===== src/rtl/pazc_pkg.sv =====
`default_nettype none

package pazc_pkg;

   // Field widths
   localparam int unsigned TickWidth   = 16;
   localparam int unsigned DelayWidth  = 8;
   localparam int unsigned WindowWidth = 15;
   localparam int unsigned SampleWidth = 16;
   localparam int unsigned IndexWidth  = 3;
   localparam int unsigned DataWidth   = 16;

   // Register indexes
   localparam logic [IndexWidth-1:0] REG_INIT_TICKS       = 3'd0;
   localparam logic [IndexWidth-1:0] REG_TICKS_PER_SECOND = 3'd1;
   localparam logic [IndexWidth-1:0] REG_DELAY_SECONDS    = 3'd2;
   localparam logic [IndexWidth-1:0] REG_INTERVAL_SECONDS = 3'd3;
   localparam logic [IndexWidth-1:0] REG_ZERO_WINDOW      = 3'd4;
   localparam logic [IndexWidth-1:0] REG_STORED_ZERO      = 3'd5;

   // Register reset values
   localparam logic [TickWidth-1:0]   INIT_TICKS_RST       = 16'd3000;
   localparam logic [TickWidth-1:0]   TICKS_PER_SECOND_RST = 16'd5000;
   localparam logic [DelayWidth-1:0]  DELAY_SECONDS_RST    = 8'd60;
   localparam logic [TickWidth-1:0]   INTERVAL_SECONDS_RST = 16'd3600;
   localparam logic [WindowWidth-1:0] ZERO_WINDOW_RST      = 15'd15;
   localparam logic [SampleWidth-1:0] STORED_ZERO_RST      = 16'd0;

   // Lockout timer phase
   typedef enum logic [2:0] {
      DLY_IDLE = 3'b001,
      DLY_RUN  = 3'b010,
      DLY_DONE = 3'b100
   } dly_phase_type;

   // Configuration as seen by the core
   typedef struct packed {
      logic [TickWidth-1:0]          init_ticks;
      logic [TickWidth-1:0]          ticks_per_second;
      logic [DelayWidth-1:0]         delay_seconds;
      logic [TickWidth-1:0]          interval_seconds;
      logic [WindowWidth-1:0]        zero_window;
      logic                          zero_load;
      logic signed [SampleWidth-1:0] zero_load_value;
   } cfg_type;

   // One result item
   typedef struct packed {
      logic                          initialized;
      logic                          run_mode;
      logic signed [SampleWidth-1:0] zero_point;
      logic                          zero_written;
   } res_type;

endpackage

`default_nettype wire


===== src/rtl/pazc_csr.sv =====
`default_nettype none

module pazc_csr (
   input  wire logic                               clock,
   input  wire logic                               reset,
   input  wire logic                               csr_we,
   input  wire logic [pazc_pkg::IndexWidth-1:0]    csr_index,
   input  wire logic [pazc_pkg::DataWidth-1:0]     csr_wdata,
   output pazc_pkg::cfg_type                       cfg
);

   logic [pazc_pkg::TickWidth-1:0]   init_ticks_ff;
   logic [pazc_pkg::TickWidth-1:0]   ticks_per_second_ff;
   logic [pazc_pkg::DelayWidth-1:0]  delay_seconds_ff;
   logic [pazc_pkg::TickWidth-1:0]   interval_seconds_ff;
   logic [pazc_pkg::WindowWidth-1:0] zero_window_ff;

   // Decode register writes
   always_ff @(posedge clock) begin
      if (reset) begin
         init_ticks_ff       <= pazc_pkg::INIT_TICKS_RST;
         ticks_per_second_ff <= pazc_pkg::TICKS_PER_SECOND_RST;
         delay_seconds_ff    <= pazc_pkg::DELAY_SECONDS_RST;
         interval_seconds_ff <= pazc_pkg::INTERVAL_SECONDS_RST;
         zero_window_ff      <= pazc_pkg::ZERO_WINDOW_RST;
      end else if (csr_we) begin
         case (csr_index)
            pazc_pkg::REG_INIT_TICKS:       init_ticks_ff       <= csr_wdata;
            pazc_pkg::REG_TICKS_PER_SECOND: ticks_per_second_ff <= csr_wdata;
            pazc_pkg::REG_DELAY_SECONDS:
               delay_seconds_ff <= csr_wdata[pazc_pkg::DelayWidth-1:0];
            pazc_pkg::REG_INTERVAL_SECONDS: interval_seconds_ff <= csr_wdata;
            pazc_pkg::REG_ZERO_WINDOW:
               zero_window_ff <= csr_wdata[pazc_pkg::WindowWidth-1:0];
            default: ;
         endcase
      end
   end

   // Stored zero goes straight into the core's zero register
   assign cfg.init_ticks       = init_ticks_ff;
   assign cfg.ticks_per_second = ticks_per_second_ff;
   assign cfg.delay_seconds    = delay_seconds_ff;
   assign cfg.interval_seconds = interval_seconds_ff;
   assign cfg.zero_window      = zero_window_ff;
   assign cfg.zero_load        = csr_we && (csr_index == pazc_pkg::REG_STORED_ZERO);
   assign cfg.zero_load_value  = csr_wdata;

endmodule

`default_nettype wire


===== src/rtl/pazc_core.sv =====
`default_nettype none

module pazc_core (
   input  wire logic                                  clock,
   input  wire logic                                  reset,
   input  wire pazc_pkg::cfg_type                     cfg,
   input  wire logic                                  take,
   input  wire logic                                  start_pressed,
   input  wire logic signed [pazc_pkg::SampleWidth-1:0] pressure,
   output pazc_pkg::res_type                          res
);

   logic                                  init_done_ff, init_done_in;
   logic [pazc_pkg::TickWidth-1:0]        init_count_ff, init_count_in;
   pazc_pkg::dly_phase_type               dly_phase_ff, dly_phase_in;
   logic [pazc_pkg::TickWidth-1:0]        dly_ticks_ff, dly_ticks_in;
   logic [pazc_pkg::DelayWidth-1:0]       dly_secs_ff, dly_secs_in;
   logic                                  ivl_run_ff, ivl_run_in;
   logic [pazc_pkg::TickWidth-1:0]        ivl_ticks_ff, ivl_ticks_in;
   logic [pazc_pkg::TickWidth-1:0]        ivl_secs_ff, ivl_secs_in;
   logic                                  ivl_due_ff, ivl_due_in;
   logic                                  armed_off_ff, armed_off_in;
   logic signed [pazc_pkg::SampleWidth-1:0] zero_ff, zero_in;
   logic                                  mode_run_ff, mode_run_in;
   logic                                  written;
   logic [pazc_pkg::SampleWidth-1:0]      mag;

   // Magnitude of the sample; the most negative value stays 0x8000
   assign mag = pressure[pazc_pkg::SampleWidth-1] ? (~pressure + 16'd1) : pressure;

   // Timers first, then the operation logic, in tick order
   always_comb begin
      init_done_in = init_done_ff;
      init_count_in = init_count_ff;
      dly_phase_in = dly_phase_ff;
      dly_ticks_in = dly_ticks_ff;
      dly_secs_in = dly_secs_ff;
      ivl_run_in = ivl_run_ff;
      ivl_ticks_in = ivl_ticks_ff;
      ivl_secs_in = ivl_secs_ff;
      ivl_due_in = ivl_due_ff;
      armed_off_in = armed_off_ff;
      zero_in = zero_ff;
      mode_run_in = mode_run_ff;
      written = 1'b0;

      // startup timer
      if (!init_done_ff) begin
         init_count_in = init_count_ff + 16'd1;
         if (init_count_in > cfg.init_ticks) begin
            init_count_in = '0;
            init_done_in = 1'b1;
         end
      end

      // lockout timer
      if (dly_phase_ff == pazc_pkg::DLY_RUN) begin
         dly_ticks_in = dly_ticks_ff + 16'd1;
         if (dly_ticks_in > cfg.ticks_per_second) begin
            dly_ticks_in = '0;
            dly_secs_in = dly_secs_ff + 8'd1;
         end
         if (dly_secs_in > cfg.delay_seconds) begin
            dly_secs_in = '0;
            dly_phase_in = pazc_pkg::DLY_DONE;
         end
      end

      // interval timer
      if (ivl_run_ff) begin
         ivl_ticks_in = ivl_ticks_ff + 16'd1;
         if (ivl_ticks_in > cfg.ticks_per_second) begin
            ivl_ticks_in = '0;
            ivl_secs_in = ivl_secs_ff + 16'd1;
         end
         if (ivl_secs_in > cfg.interval_seconds) begin
            ivl_due_in = 1'b1;
            ivl_secs_in = '0;
            ivl_ticks_in = '0;
         end
      end

      // operation logic
      if (init_done_in) begin
         if (start_pressed) begin
            if (!armed_off_ff) begin
               zero_in = pressure;
               written = 1'b1;
               armed_off_in = 1'b1;
               dly_ticks_in = '0;
               dly_secs_in = '0;
               dly_phase_in = pazc_pkg::DLY_RUN;
            end
            ivl_run_in = 1'b1;
            if (ivl_due_in) begin
               ivl_due_in = 1'b0;
               if (mag < {1'b0, cfg.zero_window}) begin
                  zero_in = pressure;
                  written = 1'b1;
               end
            end
            mode_run_in = 1'b1;
         end else begin
            if (dly_phase_in == pazc_pkg::DLY_DONE) begin
               armed_off_in = 1'b0;
            end
            ivl_ticks_in = '0;
            ivl_secs_in = '0;
            ivl_run_in = 1'b0;
            mode_run_in = 1'b0;
         end
      end
   end

   // Stored-zero write reloads the zero; else an accepted item advances state
   always_ff @(posedge clock) begin
      if (reset) begin
         init_done_ff <= 1'b0;
         init_count_ff <= '0;
         dly_phase_ff <= pazc_pkg::DLY_IDLE;
         dly_ticks_ff <= '0;
         dly_secs_ff <= '0;
         ivl_run_ff <= 1'b0;
         ivl_ticks_ff <= '0;
         ivl_secs_ff <= '0;
         ivl_due_ff <= 1'b0;
         armed_off_ff <= 1'b0;
         zero_ff <= pazc_pkg::STORED_ZERO_RST;
         mode_run_ff <= 1'b0;
      end else if (cfg.zero_load) begin
         zero_ff <= cfg.zero_load_value;
      end else if (take) begin
         init_done_ff <= init_done_in;
         init_count_ff <= init_count_in;
         dly_phase_ff <= dly_phase_in;
         dly_ticks_ff <= dly_ticks_in;
         dly_secs_ff <= dly_secs_in;
         ivl_run_ff <= ivl_run_in;
         ivl_ticks_ff <= ivl_ticks_in;
         ivl_secs_ff <= ivl_secs_in;
         ivl_due_ff <= ivl_due_in;
         armed_off_ff <= armed_off_in;
         zero_ff <= zero_in;
         mode_run_ff <= mode_run_in;
      end
   end

   assign res.initialized  = init_done_in;
   assign res.run_mode     = mode_run_in;
   assign res.zero_point   = zero_in;
   assign res.zero_written = written;

endmodule

`default_nettype wire


===== src/rtl/pazc_out.sv =====
`default_nettype none

module pazc_out (
   input  wire logic              clock,
   input  wire logic              reset,
   input  wire logic              take,
   input  wire pazc_pkg::res_type res,
   input  wire logic              rsp_stall,
   output logic                   rsp_valid,
   output pazc_pkg::res_type      rsp_data,
   output logic                   room
);

   logic              valid_ff, valid_in;
   pazc_pkg::res_type data_ff;

   // The register has room when empty or being drained this cycle
   assign room     = !valid_ff || !rsp_stall;
   assign valid_in = take || (valid_ff && rsp_stall);

   // Hold the valid flag until the item is taken
   always_ff @(posedge clock) begin
      if (reset) begin
         valid_ff <= 1'b0;
      end else begin
         valid_ff <= valid_in;
      end
   end

   // Load a new item only when one is accepted
   always_ff @(posedge clock) begin
      if (take) begin
         data_ff <= res;
      end
   end

   assign rsp_valid = valid_ff;
   assign rsp_data  = data_ff;

endmodule

`default_nettype wire


===== src/rtl/pressure_auto_zero_controller.sv =====
`default_nettype none

// Pressure auto-zero controller.
// Each request item is one timer tick: start switch state and a signed pressure
// sample. Each tick yields exactly one response item with the initialized flag,
// run/stop mode, the current zero point and a strobe that is high when the zero
// point was captured on that tick (write strobe for the nonvolatile store).
// The response is valid in the cycle after the request is accepted. Throughput
// is one item per cycle unless the receiver stalls; all timer and capture logic
// settles within the accept cycle and is registered into the response register.
// When the receiver stalls, the response register holds its item and the
// request side stalls in the same cycle; a response slot freed by a taken item
// lets a new request in on that same edge.
// Synchronous reset restores register defaults, clears all timers, returns to
// stop mode with capture armed and sets the zero point to zero.
// The user must write configuration (csr_we/csr_index/csr_wdata) only while
// idle (not enforced by the block). A stored zero write reloads the zero point.
module pressure_auto_zero_controller (
   input  wire logic                                    clock,
   input  wire logic                                    reset,
   input  wire logic                                    csr_we,
   input  wire logic [pazc_pkg::IndexWidth-1:0]         csr_index,
   input  wire logic [pazc_pkg::DataWidth-1:0]          csr_wdata,
   input  wire logic                                    req_valid,
   output logic                                         req_stall,
   input  wire logic                                    req_start_pressed,
   input  wire logic signed [pazc_pkg::SampleWidth-1:0] req_pressure,
   output logic                                         rsp_valid,
   input  wire logic                                    rsp_stall,
   output logic                                         rsp_initialized,
   output logic                                         rsp_run_mode,
   output logic signed [pazc_pkg::SampleWidth-1:0]      rsp_zero_point,
   output logic                                         rsp_zero_written
);

   pazc_pkg::cfg_type cfg;
   pazc_pkg::res_type res;
   pazc_pkg::res_type rsp_data;
   logic              room;
   logic              take;

   assign req_stall = !room;
   assign take      = req_valid && room;

   pazc_csr u_csr (
      .clock     (clock),
      .reset     (reset),
      .csr_we    (csr_we),
      .csr_index (csr_index),
      .csr_wdata (csr_wdata),
      .cfg       (cfg)
   );

   pazc_core u_core (
      .clock         (clock),
      .reset         (reset),
      .cfg           (cfg),
      .take          (take),
      .start_pressed (req_start_pressed),
      .pressure      (req_pressure),
      .res           (res)
   );

   pazc_out u_out (
      .clock     (clock),
      .reset     (reset),
      .take      (take),
      .res       (res),
      .rsp_stall (rsp_stall),
      .rsp_valid (rsp_valid),
      .rsp_data  (rsp_data),
      .room      (room)
   );

   assign rsp_initialized  = rsp_data.initialized;
   assign rsp_run_mode     = rsp_data.run_mode;
   assign rsp_zero_point   = rsp_data.zero_point;
   assign rsp_zero_written = rsp_data.zero_written;

endmodule

`default_nettype wire


===== config.mk =====
export PLATFORM = sky130hd
export DESIGN_NAME = pressure_auto_zero_controller
export DESIGN_NICKNAME = d
export VERILOG_FILES = /design/src/rtl/pazc_pkg.sv /design/src/rtl/pazc_csr.sv /design/src/rtl/pazc_core.sv /design/src/rtl/pazc_out.sv /design/src/rtl/pressure_auto_zero_controller.sv
export SDC_FILE = /design/constraint.sdc
export NUM_CORES = 1
export LEC_CHECK = 0
export BUFFER_PORTS_ARGS = -buffer_cell sky130_fd_sc_hd__buf_2
export CAP_MARGIN = 25
export CORE_ASPECT_RATIO = 2
export CORE_UTILIZATION = 55
export CTS_BUF_LIST = sky130_fd_sc_hd__clkbuf_4 sky130_fd_sc_hd__clkbuf_8 sky130_fd_sc_hd__clkbuf_16
export DETAILED_ROUTE_END_ITERATION = 10
export PLACE_DENSITY = 0.84
export SYNTH_ARGS = -nofsm -noshare
export SYNTH_HDL_FRONTEND = slang
export SYNTH_SLANG_ARGS = --single-unit

===== constraint.sdc =====
create_clock -name clock -period 14 [get_ports clock]
set_input_delay 2.8 -clock clock [delete_from_list [all_inputs] [get_ports clock]]
set_output_delay 2.8 -clock clock [all_outputs]
set_load 0.05 [all_outputs]

==> impl_metrics.json <==
{
  "outcome": "complete, no violations",
  "dp_slack_ns": 7.145,
  "cts_root_buf": "clkbuf_16",
  "die_w_um": 103.2,
  "cp-start-kind": "flip-flop",
  "clkLatencyLatePin_ns": 0.45,
  "num-nets-final": 1526,
  "dr.pass1.iters": 6,
  "final_hold_viol_count": 0,
  "synth_warnings": 0,
  "worst_ep_arrival_time_ns": 7.20,
  "synthCells": 1360,
  "postLayoutCoreUtil_pct": 61.79,
  "skew_ns": 0.009345,
  "cp_slowest_stage_delay_ns": 0.66,
  "cts-buffers-inserted": 17,
  "cp_max_fo": 17,
  "cts_setup_buffers": 0,
  "crit_chain": "nand3_1, nor2_1, nand3_1, nor2_1, and3_1, xor2_1, ha_1, nand4_1, or3_1, o211ai_1, nand3_1, nor2_1, xor2_1, ha_1, nand4_1, nor3_1, a21boi_0, o31a_1, a211o_1, nand3_2, mux2_2",
  "synthesis.area_um2": 11260,
  "tightestPinTransition_ns": 1.040,
  "grt_usage_pct": 31.89,
  "grt_max_degree": 58,
  "synth_top_area_share_pct": 29.88,
  "peakVddDrop_mv": 0.09957,
  "crit_required_ns": 14.20,
  "post_synth_main_area_contributors": "dfxtp_1, ha_1, nand2_1",
  "row_count": 73,
  "period_needed_ns": 6.997,
  "max_slew_margin_pct": 30.17,
  "pin_count": 62,
  "rsz0062_at_grt": "false",
  "setup_viol": 0,
  "fin_crit_sh_pct": 49.98,
  "wl_per_cell_um": 19.31,
  "synth_ff_type": "dfxtp_1",
  "cts_resized": 0,
  "coreArea_um2": 20000,
  "power.density_nw_per_um2": 93.35,
  "grt_pass1_wl_um": 51000,
  "grt_pass1_vias": 10160,
  "initial_core_util_pct": 56.28,
  "holdBufCountCts": 0,
  "dieHeight_um": 204.3,
  "syn_nets": 1493,
  "synth_async_sr_flop_share_pct": 0,
  "vias": 10510,
  "routed_wl_um": 32200,
  "hpwlAfterDp_um": 23510,
  "fin_ws_ns": 7.003,
  "min_path_type": "reg -> reg",
  "htree_levels": 4,
  "cpLargestDelayFamily": "simple AND/OR/NAND/NOR gates",
  "fmax_mhz": 142.9,
  "end_kind": "flip-flop",
  "drc": 0,
  "via_per_inst": 6.301,
  "globalplace.congestion": 0.9489,
  "area_growth_pct": 9.803,
  "crit_buf_inv": 0,
  "antenna_left": 0,
  "drv_cap": 0,
  "whs_ns": 0.4561,
  "clock_sinks": 187,
  "dieArea_um2": 21080,
  "num_antenna_cells": 0,
  "synth_area_leader_cell": "dfxtp_1",
  "cts.clk_slew.worst_paths_ns": 0.07,
  "drv_slew": 0,
  "cts_tree": "done",
  "ys_ff_latch": 187,
  "grt-ovfl-total": 0,
  "synth_cell_types": 74,
  "tns_ns": 0,
  "drt-initial-drc-count": 766,
  "antenna_found_initial": 0,
  "synth_seq_area_share_pct": 34.94,
  "p_leak_nw": 4.944,
  "synth-edff-count": 19,
  "clk_path_buf_depth": 2,
  "drive_gt1_share_pct": 11.24,
  "crit_slowest_cell": "o211ai_1",
  "power.total_mw": 1.154,
  "critPathKind": "reg -> reg",
  "portBuffers": 61,
  "synth.avg_cell_area_um2": 8.277
}
[logic make-up after synthesis]
group / count (synthesis) / share of synthesized area, %
fa+ha+maj: 92 / 10.23
mux: 18 / 1.789
compound gates: 346 / 21.57
simple gates: 498 / 21.07
buf+inv: 153 / 5.257
flops: 187 / 34.95
xor+xnor: 66 / 5.135
[sequential cells by signal, indices dropped and copies added, names as in the netlist]
register,count
u_core.ivl_secs_ff,16
u_core.dly_ticks_ff,16
u_csr.interval_seconds_ff,16
u_core.ivl_due_ff,1
u_out.rsp_valid,1
u_core.ivl_run_ff,1
u_core.armed_off_ff,1
u_csr.zero_window_ff,15
u_core.init_count_ff,16
u_core.dly_secs_ff,8
u_csr.delay_seconds_ff,8
u_core.dly_phase_ff,3
u_core.init_done_ff,1
u_csr.init_ticks_ff,16
u_out.rsp_data,19
u_core.mode_run_ff,1
u_core.ivl_ticks_ff,16
u_csr.ticks_per_second_ff,16
u_core.zero_ff,16
[report_power, final]
part	internal [mW]	switching, mW	total [mW]
registers	0.553	0.00710	0.560
logic	0.0355	0.0811	0.117
clock network	0.249	0.228	0.477
total	0.837	0.316	1.15
[synthesized netlist by cell type, types with 15 or more instances]
library cell / n
nand2_1: 222
dfxtp_1: 168
a21oi_1: 115
ha_1: 92
inv_1: 91
nor2_1: 66
nand3_1: 52
clkbuf_1: 44
xnor2_1: 42
o21ai_0: 37
o211ai_1: 34
nand4_1: 29
nor3_1: 24
xor2_1: 24
a22oi_1: 21
a221o_1: 20
edfxtp_1: 19
nor2b_1: 18
mux2_2: 17
nand2b_1: 17
a311oi_1: 16
a31oi_1: 15
[metrics by stage]
stage | cell area [um^2] | std cells
2_1_floorplan | 11260 | 1360
3_3_place_gp | 11740 | 1631
3_5_place_dp | 11770 | 1634
4_1_cts | 12340 | 1666
5_1_grt | 12360 | 1668
6_report | 12360 | 1668
[final cells by class]
class,count,area [um^2]
timing repair buffer,75,420.4
clock inverter,12,101.3
fill,1700,7642
inverter,92,345.3
sequential,187,3934
tap,262,327.8
multi-input combinational,1020,6760
clock buffer,20,471.7
[layer usage]
metal  global-route usage [%]  wire length [um]  part of all wire (%)  vias to the layer above
met4                    25.60              2690                   8.4                        0
met1                    32.74             11280                    35                     4900
met5                        0                 0                     0                        -
met3                    6.053              1970                   6.1                      157
li1                         -                 -                     -                     4986
met2                    54.88             16260                    50                      467
[worst min-delay path, cell delays in order, from the launching register on]
cell     delay (ns)
dfxtp_1        0.31
nand2_1        0.05
a21oi_1        0.05
[path summary, 6_finish.rpt]
path	to	cells after the start	slack, ns	from
max	u_out.rsp_data[1]	21	7.00	u_core.ivl_ticks_ff[2]
min	u_csr.zero_window_ff[6]	2	0.46	u_csr.zero_window_ff[6]
max reg2reg	u_out.rsp_data[1]	21	7.00	u_core.ivl_ticks_ff[2]
min reg2reg	u_csr.zero_window_ff[6]	2	0.46	u_csr.zero_window_ff[6]
[cells in the final DEF, fill, tap and decap left out, types with 6 or more instances in the layout]
cell	Yosys	final
nand2_1	222	222
dfxtp_1	168	168
a21oi_1	115	114
ha_1	92	92
inv_1	91	91
nor2_1	66	66
buf_2	8	60
nand3_1	52	52
xnor2_1	42	42
o21ai_0	37	37
o211ai_1	34	34
nand4_1	29	29
xor2_1	24	24
nor3_1	24	22
a22oi_1	21	21
a221o_1	20	20
edfxtp_1	19	19
nor2b_1	18	18
clkbuf_16	0	18
mux2_2	17	17
nand2b_1	17	17
a311oi_1	16	16
a31oi_1	15	15
or2_2	14	14
and3_1	14	14
a32o_1	14	14
buf_4	0	13
nor4_1	12	11
a221oi_1	7	7
o31ai_1	7	7
o211a_1	6	6
and2_1	6	6
Power figures use the tool's default switching activity.
